==> src/hw/rtl/voxel_obstacle_inflation_unit_defines.svh <==
// Assertion macros shared by the voxel obstacle inflation RTL.
`ifndef VOXEL_OBSTACLE_INFLATION_UNIT_DEFINES_SVH
`define VOXEL_OBSTACLE_INFLATION_UNIT_DEFINES_SVH

// Checked property that is ignored while reset is held.
`define VOI_ASSERT(label, prop, msg) \
  label: assert property (@(posedge clk) disable iff (!rst_n) prop) else $error(msg);

// Checked property that also holds through reset.
`define VOI_ASSERT_ALWAYS(label, prop, msg) \
  label: assert property (@(posedge clk) prop) else $error(msg);

`endif

==> src/hw/rtl/voi_pkg.sv <==
// Shared types, widths and constants of the voxel obstacle inflation unit.
`timescale 1ns / 1ps

package voi_pkg;

  // Default map size in cells per axis.
  localparam int X_CELLS_DEF = 256;
  localparam int Y_CELLS_DEF = 256;
  localparam int Z_CELLS_DEF = 16;

  // Field widths.
  localparam int COORD_W = 20;
  localparam int RES_W   = 12;
  localparam int INV_W   = 25;
  localparam int STEP_W  = 2;
  localparam int CELL_W  = 14;
  localparam int MASK_W  = 3;

  // Datapath widths: coordinate minus corner, product and floored index.
  localparam int OFF_W  = RES_W + STEP_W;
  localparam int DIFF_W = COORD_W + 2;
  localparam int FRAC_W = 24;
  localparam int PROD_W = DIFF_W + INV_W;
  localparam int IDX_W  = PROD_W - FRAC_W;
  localparam int SLOT_W = 3;

  // Stream payload widths, padded to whole bytes.
  localparam int IN_DATA_W  = 64;
  localparam int OUT_DATA_W = 48;

  // Configuration port.
  localparam int CFG_IDX_W  = 3;
  localparam int CFG_DATA_W = 25;

  localparam logic [CFG_IDX_W-1:0] CFG_LOWER_X   = 3'd0;
  localparam logic [CFG_IDX_W-1:0] CFG_LOWER_Y   = 3'd1;
  localparam logic [CFG_IDX_W-1:0] CFG_LOWER_Z   = 3'd2;
  localparam logic [CFG_IDX_W-1:0] CFG_RES_MM    = 3'd3;
  localparam logic [CFG_IDX_W-1:0] CFG_INV_RES   = 3'd4;
  localparam logic [CFG_IDX_W-1:0] CFG_INF_STEP  = 3'd5;

  // Register values after reset.
  localparam logic signed [COORD_W-1:0] LOWER_X_RST = -20'sd60000;
  localparam logic signed [COORD_W-1:0] LOWER_Y_RST = -20'sd60000;
  localparam logic signed [COORD_W-1:0] LOWER_Z_RST = 20'sd0;
  localparam logic [RES_W-1:0]          RES_RST     = 12'd150;
  localparam logic [INV_W-1:0]          INV_RST     = 25'd111848;
  localparam logic [STEP_W-1:0]         STEP_RST    = 2'd2;

  // Saturation bounds of reported cell indices.
  localparam logic signed [IDX_W-1:0] SAT_HI = IDX_W'(8191);
  localparam logic signed [IDX_W-1:0] SAT_LO = IDX_W'(-8192);

  // Sequencer states.
  typedef enum logic [3:0] {
    ST_CLEAR,
    ST_IDLE,
    ST_SETUP,
    ST_ZMUL,
    ST_YMUL,
    ST_XMUL,
    ST_XWAIT,
    ST_RD,
    ST_WR
  } voi_state_t;

  // Where a finished index is written back.
  typedef enum logic [1:0] {
    DST_Z,
    DST_Y,
    DST_X
  } mul_dst_t;

  // Tag that travels with one multiplication through the index unit.
  typedef struct packed {
    logic              vld;
    mul_dst_t          dst;
    logic [SLOT_W-1:0] slot;
  } mul_tag_t;

  // Clamp an index to the reported 14-bit range.
  function automatic logic [CELL_W-1:0] sat_cell(input logic signed [IDX_W-1:0] v);
    logic [CELL_W-1:0] r;
    if (v > SAT_HI) begin
      r = SAT_HI[CELL_W-1:0];
    end else if (v < SAT_LO) begin
      r = SAT_LO[CELL_W-1:0];
    end else begin
      r = v[CELL_W-1:0];
    end
    return r;
  endfunction

endpackage

==> src/hw/rtl/voi_index_unit.sv <==
// Shared index unit: multiplies an offset by the Q24 reciprocal and floors it.
`timescale 1ns / 1ps

module voi_index_unit import voi_pkg::*; (
  input  logic                     clk,
  input  logic                     rst_n,
  input  mul_tag_t                 issue_tag,
  input  logic signed [DIFF_W-1:0] diff,
  input  logic [INV_W-1:0]         inv,
  output mul_tag_t                 wb_tag,
  output logic signed [IDX_W-1:0]  wb_index
);

  logic signed [DIFF_W+INV_W:0] mul_full;
  logic signed [PROD_W-1:0]     prod_r;
  mul_tag_t                     tag_r;

  // The reciprocal is unsigned, so it gets a zero sign bit.
  assign mul_full = diff * $signed({1'b0, inv});

  // One product per cycle, registered with its tag.
  always_ff @(posedge clk) begin
    if (!rst_n) begin
      tag_r <= '0;
    end else begin
      tag_r <= issue_tag;
    end
  end

  always_ff @(posedge clk) begin
    prod_r <= mul_full[PROD_W-1:0];
  end

  // Dropping the fraction bits of a two's complement product rounds toward minus infinity.
  assign wb_tag   = tag_r;
  assign wb_index = prod_r[PROD_W-1:FRAC_W];

endmodule

==> config.mk <==
export PLATFORM = sky130hd
export DESIGN_NAME = voi_index_unit
export DESIGN_NICKNAME = d
export VERILOG_FILES = /design/src/hw/rtl/voxel_obstacle_inflation_unit_defines.svh /design/src/hw/rtl/voi_pkg.sv /design/src/hw/rtl/voi_index_unit.sv
export SDC_FILE = /design/constraint.sdc
export NUM_CORES = 1
export LEC_CHECK = 0
export BUFFER_PORTS_ARGS = -buffer_cell sky130_fd_sc_hd__buf_2
export CAP_MARGIN = 20
export CORE_ASPECT_RATIO = 1.25
export CORE_MARGIN = 2
export CORE_UTILIZATION = 50
export CTS_CLUSTER_SIZE = 16
export DETAILED_ROUTE_END_ITERATION = 7
export PLACE_DENSITY = 0.7
export SYNTH_ARGS = -nofsm -noshare
export SYNTH_HDL_FRONTEND = slang
export SYNTH_SLANG_ARGS = --single-unit
==> constraint.sdc <==
create_clock -name clk -period 7.75 [get_ports clk]
set_input_delay 1.55 -clock clk [delete_from_list [all_inputs] [get_ports clk]]
set_output_delay 1.55 -clock clk [all_outputs]
set_load 0.1 [all_outputs]
[After elaboration in Yosys (flattened, before gate mapping)]
Index checks and enable logic that the tools add are counted.
Storage, ports and cells
  logic and storage cells: 5
  register bits after elaboration: 53
  output and inout bits: 29
Cells by class
  multiply operators: 1
Operators with widths (number)
  22-bit by 26-bit multiplier with 47-bit output: 1

[Longest topological paths before layout]
Gate-level depths: netlist of the first run.
  depth after elaboration: 1
  depth in mapped cells: 24

[Worst setup path after synthesis of the first run]
No wires, ideal clock.
  kind: input to register
  start: input inv[13]
  end: register prod_r[46]
  arrival time: 7.404 ns
  buffers on the path: 1
  required time: 7.623 ns
  library setup time: 0.127 ns
  stages: 21
  path slack: 0.219 ns
  cell sequence: clkbuf_1 nand2_1 fa_1 fa_1 fa_1 fa_1 fa_1 inv_1 fa_1 inv_1 fa_1 inv_1 ha_1 nand4_4 nor4_4 a221oi_2 a211oi_2 a211oi_2 o21a_1 and4bb_1 or3_1
Between the ends
  longest elaborated chain between the ends: 1
RTL lines
  start: declaration: line voi_index_unit.sv:9  | input logic [INV_W-1:0] inv,
  22-bit by 26-bit multiplier with 47-bit output: line voi_index_unit.sv:19  | assign mul_full = diff * $signed({1'b0, inv});
  named net mul_full[46]: line voi_index_unit.sv:14  | logic signed [DIFF_W+INV_W:0] mul_full;
  end signal: assignment: line voi_index_unit.sv:31  | prod_r <= mul_full[PROD_W-1:0];
  end: declaration: line voi_index_unit.sv:15  | logic signed [PROD_W-1:0] prod_r;
The timed path passes the listed nets, and every way through them passes these cells.
A chain may end at the register's enable or synchronous reset.

[Worst setup path in the final report of the first run]
  start: input inv[10]
  end: register prod_r[42]
The elaborated chain is that of the path after synthesis.

==> results of run 1 <==
## repair_timing
| item | CTS | global route |
|---|---|---|
| pin swaps | 2 | 20 |
| endpoints found under the setup margin | 9 | 16 |
| buffers inserted | 0 | 3 |
| gates resized for setup | 7 | 58 |
## metal layers
metal | wire, um | GRT usage (%)
met3 | 1840 | 2.23
met1 | 16200 | 27.5
met4 | 2880 | 13.6
met2 | 25800 | 48.7
met5 | 14 | 0
## cell families (layout without fill, tap and decap cells)
logic type	count (synthesis)	after routing	synth area share, %
AND/OR/NAND/NOR	644	644	17.6
XOR/XNOR	26	26	1.23
buffers and inverters	591	738	12.0
adder cells (fa/ha/maj)	640	640	61.8
AO/OA/AOI/OAI	116	116	4.15
flip-flops	29	29	3.14
## worst paths after layout
path                    to  depth (start not counted)  slack (ps)
max     prod_r[42]$_DFF_P_                         23          70
min   wb_tag[0]$_SDFF_PN0_                          2        1480
## area by class of cell
| class | count | area, um^2 |
|---|---|---|
| clock inverter | 2 | 13.8 |
| multi-input combinational | 1426 | 15900 |
| clock buffer | 6 | 139 |
| sequential | 29 | 581 |
| inverter | 493 | 1850 |
| tap | 480 | 601 |
| timing repair buffer | 237 | 1770 |
| fill | 3217 | 15600 |
## metrics by stage
step	setup TNS [ps]	instances	setup slack [ps]	hold slack (ps)
CTS	0	2671	2.19	1480
finish	0	2673	69.3	1480
floorplan	0	2046	219	1670
detailed placement	-4640	2663	-440	1760
global placement	-3480	2663	-305	1750
global route	-277	2673	-96.7	1480
## cells in the mapped netlist (3+ instances only)
cell,number
fa_1,457
clkbuf_1,98
o21bai_1,3
xnor2_1,18
nand2b_1,14
xor2_1,8
nand3_1,12
dfxtp_1,29
a21oi_1,36
nand2_1,303
o211ai_1,3
nor2_1,14
a31oi_1,6
o21ai_0,19
a211oi_2,3
and2_1,250
a21o_1,19
inv_1,493
ha_1,183
nor3_1,8
nand4_1,7
nor2b_1,18
o21a_1,5
and3_1,9
## worst max-delay path: stages
cell and delay [ps]:
buf_6 130, buf_4 150, and2_4 130, fa_1 490
inv_1 60, fa_1 540, inv_2 40, fa_1 520
fa_1 610, fa_1 480, fa_1 550, inv_1 60
fa_1 500, inv_2 50, ha_4 280, nand3_4 80
nor4b_4 350, nand2_2 120, a211oi_4 280, a211oi_4 90
o21ai_0 450, a21boi_1 150, xnor2_1 150
## registers in the layout, indices dropped and copies added, names as in the netlist
register / flops
prod_r: 23
wb_tag: 6
==> impl_metrics.py, run 1 <==
metrics = {
    "timing": {
        "rsz0062_at_grt": "yes",
        "worst_pin_slew_ps": 576,
        "fin_crit_sh_pct": 99.1,
        "setup_viol": 0,
        "finalHoldViolCount": 0,
        "min_period_ps": 7680,
        "maxSlewViolCount": 0,
        "fmax_mhz": 130,
        "slew_headroom_pct": 61.2,
    },
    "layout": {
        "antenna_cells": 0,
        "nNetsFinal": 2887,
        "drive_gt1_share_pct": 12.8,
        "final_util_pct": 57.1,
        "final_area_um2": 20800,
        "mostFrequentLayoutCell": "inv_1",
        "syn_to_final_growth_pct": 12.5,
        "final_cell_mix": "inv_1, fa_1, nand2_1",
    },
    "setup_path": {
        "path_class": "input pin to flop",
        "arrival_ps": 7830,
        "cp.required_ps": 7900,
        "critPathMaxFanout": 13,
        "endpoint_kind": "flop",
        "crit_start": "inv[10]",
        "cp-start-kind": "input pin",
    },
    "placed_design": {
        "place_area_um2": 20400,
        "dp_hpwl_um": 41700,
        "place_congestion": 0.915,
        "portBuffers": 83,
    },
    "run_status": {
        "status": "complete, no violations",
    },
    "route": {
        "post-route-drc-count": 0,
        "antenna_left": 0,
        "drtIter0Drc": 646,
        "routed_wl_um": 46700,
        "viasPerCell": 5.25,
        "wl_per_cell_um": 17.5,
        "dr_total_vias": 14000,
        "dr.pass1.iters": 5,
    },
    "synthesis": {
        "ys_ff_latch": 29,
        "synth_edf_count": 0,
        "netlist_area_um2": 18500,
        "synth_top_area_share_pct": 49.5,
        "synth_top_area_cell": "fa_1",
        "netlist_instances": 2046,
        "ys.warnings.count": 0,
        "synth_ff_type": "dfxtp_1",
        "synth_cell_types": 47,
        "ys_async_sr_fraction_pct": 0,
        "syn_nets": 2741,
        "seq_area_frac_synth_pct": 3.14,
        "avgSynthCellArea_um2": 9.04,
        "synthTopCellsByArea": "fa_1, ha_1, inv_1",
    },
    "job": {
        "cap_violations": 0,
    },
    "global_routing": {
        "grt_pass1_wl_um": 77200,
        "grt_start_max_net_pins": 19,
        "first_global_vias": 16000,
        "antenna_found_initial": 2,
        "track_usage_pct": 25.4,
        "grt-ovfl-total": 0,
    },
    "floorplanning": {
        "die_h_um": 219,
        "ios": 84,
        "chipWidth_um": 176,
        "dieArea_um2": 38600,
        "core_um2": 36400,
        "start_util_pct": 50.8,
        "placementRows": 78,
    },
    "clock_tree": {
        "clock_path_buffers": 2,
        "cts_hold_buf": 0,
        "htreeDepth": 2,
        "clkSinkCount": 29,
        "clk_pin_slew_ps": 50,
        "cts_tree": "yes",
        "cts_root_buffer": "clkbuf_16",
        "cts_made_buffers": 5,
    },
    "min_path": {
        "min_path_type": "input pin to flop",
        "worstHoldStart": "issue_tag[0]",
    },
}
Power of run 1 is left out: the tool's default activity adds up to more than one toggle a clock period on the data nets, which glitch-free logic cannot reach.
==> run 2: changes to the inputs <==
- PLACE_DENSITY: 0.7 -> 0.67
- clock period: 7.75 -> 9.3 ns (I/O delays scaled with it)
==> run 2 against run 1 <==
Via count is 3.0% lower; sequential share of layout area rose by 0.20 points; first-iteration DRC count rose by 8.8%; utilization down 3.8 points; critical path type unchanged; critical endpoint is now prod_r[46]$_DFF_P_; highest routed layer is now met4.
==> impl_metrics.py, run 2 (synthesis gave the netlist of run 1 again) <==
metrics = {
    "clock_tree": {
        "cts_hold_buf": 0,
        "cts_root_buffer": "clkbuf_16",
        "cts_tree": "yes",
        "cts-resized-gates": 0,
        "clock_path_buffers": 2,
        "htreeDepth": 2,
        "cts_made_buffers": 5,
        "postCtsSetupRepairBufs": 0,
        "clk_pin_slew_ps": 60,
        "clkSinkCount": 29,
    },
    "global_routing": {
        "grt_start_max_net_pins": 26,
        "track_usage_pct": 26.9,
        "first_global_vias": 15500,
        "grt-ovfl-total": 0,
        "antenna_found_initial": 0,
        "grt_pass1_wl_um": 79700,
    },
    "timing": {
        "fmax_mhz": 119,
        "finalHoldViolCount": 0,
        "slew_headroom_pct": 54.5,
        "worst_pin_slew_ps": 683,
        "min_period_ps": 8420,
        "rsz0062_at_grt": "no",
        "maxSlewViolCount": 0,
        "final.setup.tns_ps": 0,
        "fin_crit_sh_pct": 90.5,
        "setup_viol": 0,
    },
    "route": {
        "dr.pass1.iters": 7,
        "drtIter0Drc": 703,
        "wl_per_cell_um": 19.3,
        "dr_total_vias": 13600,
        "post-route-drc-count": 0,
        "routed_wl_um": 49000,
        "viasPerCell": 5.37,
        "antenna_left": 0,
    },
    "placed_design": {
        "portBuffers": 83,
        "dp_hpwl_um": 39100,
        "place_congestion": 0.869,
    },
    "floorplanning": {
        "core_um2": 36400,
        "chipWidth_um": 176,
        "start_util_pct": 50.8,
        "dieArea_um2": 38600,
        "placementRows": 78,
        "die_h_um": 219,
        "ios": 84,
    },
    "run_status": {
        "status": "complete, no violations",
    },
    "layout": {
        "mostFrequentLayoutCell": "inv_1",
        "regMostFlops": "prod_r",
        "drive_gt1_share_pct": 5.60,
        "largest_reg_flops": 23,
        "syn_to_final_growth_pct": 5.05,
        "nNetsFinal": 2748,
        "fillers": 3371,
        "final_cell_mix": "inv_1, fa_1, nand2_1",
    },
    "setup_path": {
        "endpoint_kind": "flop",
        "cpPeakStageDelay_ps": 580,
        "path_class": "input pin to flop",
        "crit_buf_inv": 4,
        "path_common_cell": "fa_1",
        "cp-start-kind": "input pin",
        "cp_top_family": "adder cells",
        "arrival_ps": 8580,
        "path_cells": "buf_2 -> nand2_1 -> fa_1 -> inv_1 -> fa_1 -> inv_1 -> fa_1 -> fa_1 -> inv_1 -> fa_1 -> fa_1 -> fa_1 -> ha_1 -> and2_1 -> nor4b_2 -> nand2_1 -> a211oi_2 -> a211oi_2 -> o21a_1 -> and4bb_1 -> or3_1",
        "critical-path-slowest-cell": "fa_1",
        "cp.required_ps": 9460,
        "critPathMaxFanout": 25,
    },
    "job": {
        "cap_violations": 0,
    },
    "min_path": {
        "min_path_type": "input pin to flop",
    },
}
run 2: cell types whose count changed in the layout (fill, tap and decap cells not counted), moves of 4 or more:
cell      change
buf_6         -5
buf_12       -10
ha_1          +5
buf_4       -134
buf_2        +17
clkbuf_4      -6
ha_4          -4
run 2: routing by layer:
| layer | GRT usage, % | routed length, um | vias up |
|---|---|---|---|
| met5 | 0 | 0 | - |
| met3 | 2.58 | 1800 | 167 |
| met1 | 30.1 | 17400 | 7057 |
| li1 | - | - | 5984 |
| met4 | 14.4 | 3030 | 0 |
| met2 | 50.3 | 26700 | 403 |
run 2: worst paths after layout:
kind          from                   end  slack, ps  cells after the start
min   issue_tag[3]  wb_tag[3]$_SDFF_PN0_       1790                      2
max        diff[7]    prod_r[46]$_DFF_P_        880                     21
run 2: stage by stage:
stage	instances	cell area, um^2	worst slack, ps	hold WS (ps)	util, %
2_1_floorplan	2046	18500	1460	1980	-
3_3_place_gp	2526	19300	611	2060	52.9
3_5_place_dp	2526	19300	580	2070	52.9
4_1_cts	2534	19400	884	1780	53.4
5_1_grt	2534	19400	551	1790	53.4
6_report	2535	19400	880	1790	53.4
run 2: layout make-up:
class                   instances  area [um^2]  area share, %
multi-input cells            1426        15700           80.8
inverters                     493         1850           9.52
well taps                     480          601           3.09
flip-flops and latches         29          581           2.99
repair buffers                 98          528           2.72
clock buffers                   5          125          0.644
clock inverters                 3         46.3          0.238
diodes                          1         2.50         0.0129
Power of run 2 is left out for the same reason.
==> run 3: changes to the inputs <==
- RECOVER_POWER: not set -> 50
==> run 3 against run 2 <==
Non-clock buffer count is the same; worst setup slack gained 0.66 ps; critical path depth is the same; highest routed layer unchanged; maximum frequency is essentially flat; global-route usage is the same.
==> impl_metrics.py, run 3 (synthesis gave the netlist of run 1 again) <==
metrics = {
    "timing": {
        "worst_pin_slew_ps": 1190,
        "slew_headroom_pct": 20.8,
        "setup_viol": 0,
        "min_period_ps": 8420,
        "final.setup.tns_ps": 0,
        "finalHoldViolCount": 0,
        "rsz0062_at_grt": "no",
        "fmax_mhz": 119,
        "maxSlewViolCount": 0,
        "fin_crit_sh_pct": 90.5,
    },
    "route": {
        "routed_wl_um": 49000,
        "dr.pass1.iters": 5,
        "viasPerCell": 5.37,
        "post-route-drc-count": 0,
        "wl_per_cell_um": 19.3,
        "drtIter0Drc": 723,
        "antenna_left": 0,
        "dr_total_vias": 13600,
    },
    "floorplanning": {
        "core_um2": 36400,
        "placementRows": 78,
        "dieArea_um2": 38600,
        "ios": 84,
        "chipWidth_um": 176,
        "die_h_um": 219,
        "start_util_pct": 50.8,
    },
    "setup_path": {
        "cp.required_ps": 9460,
        "critPathMaxFanout": 25,
        "crit_start": "diff[7]",
        "path_class": "input pin to flop",
        "endpoint_kind": "flop",
        "arrival_ps": 8580,
        "cp-start-kind": "input pin",
    },
    "clock_tree": {
        "clkSinkCount": 29,
        "cts_made_buffers": 5,
        "clk_pin_slew_ps": 60,
        "cts_root_buffer": "clkbuf_16",
        "cts_tree": "yes",
        "cts-resized-gates": 0,
        "postCtsSetupRepairBufs": 0,
        "cts_hold_buf": 0,
        "htreeDepth": 2,
        "clock_path_buffers": 2,
    },
    "min_path": {
        "min_path_type": "input pin to flop",
        "worstHoldStart": "issue_tag[3]",
    },
    "layout": {
        "nNetsFinal": 2748,
        "seqCellArea_um2": 581,
        "fillers": 3379,
        "multi_input_area_um2": 15700,
        "final_cell_mix": "inv_1, fa_1, nand2_1",
        "mostFrequentLayoutCell": "inv_1",
        "drive_gt1_share_pct": 4.43,
        "largest_reg_flops": 23,
        "syn_to_final_growth_pct": 4.89,
        "regMostFlops": "prod_r",
    },
    "job": {
        "cap_violations": 0,
    },
    "global_routing": {
        "grt_start_max_net_pins": 26,
        "grt-ovfl-total": 0,
        "first_global_vias": 15500,
        "grt_pass1_wl_um": 79700,
        "antenna_found_initial": 0,
        "track_usage_pct": 26.9,
    },
    "placed_design": {
        "portBuffers": 83,
        "dp_hpwl_um": 39100,
        "place_congestion": 0.869,
    },
    "run_status": {
        "status": "complete, no violations",
    },
}
[run 3: path summary, 6_finish.rpt]
kind                              endpoint  slack, ps  depth (start not counted)
worst max-delay path    prod_r[46]$_DFF_P_        880                         21
worst min-delay path  wb_tag[3]$_SDFF_PN0_       1790                          2
[run 3: stage by stage]
stage / util, % / hold slack [ps] / worst slack, ps / cell area [um^2] / instances
6_report: 53.3 / 1790 / 881 / 19400 / 2535
5_1_grt: 53.3 / 1790 / 551 / 19400 / 2534
4_1_cts: 53.4 / 1780 / 884 / 19400 / 2534
3_5_place_dp: 52.9 / 2070 / 580 / 19300 / 2526
3_3_place_gp: 52.9 / 2060 / 611 / 19300 / 2526
2_1_floorplan: - / 1980 / 1460 / 18500 / 2046
[run 3: cell type report]
class / count / area share, %
well taps: 480 / 3.10
multi-input cells: 1426 / 80.9
clock buffers: 5 / 0.645
repair buffers: 98 / 2.57
flip-flops and latches: 29 / 2.99
inverters: 493 / 9.54
diodes: 1 / 0.0129
clock inverters: 3 / 0.239
[run 3: layer usage]
metal  up-vias  track usage [%]  wire (um)
met5         -                0          0
met4         0             14.4       2960
met3       160             2.58       1920
met2       400             50.3      26900
met1      7068             30.1      17200
li1       5987                -          -
[run 3: critical path, stage by stage]
cell	delay [ps]
buf_2	500
nand2_1	170
fa_1	580
inv_1	60
fa_1	520
inv_1	50
fa_1	490
fa_1	580
inv_1	70
fa_1	460
fa_1	530
fa_1	430
ha_1	420
and2_1	270
nor4b_2	330
nand2_1	110
a211oi_2	240
a211oi_2	110
o21a_1	240
and4bb_1	190
or3_1	340
Power of run 3 is left out for the same reason.
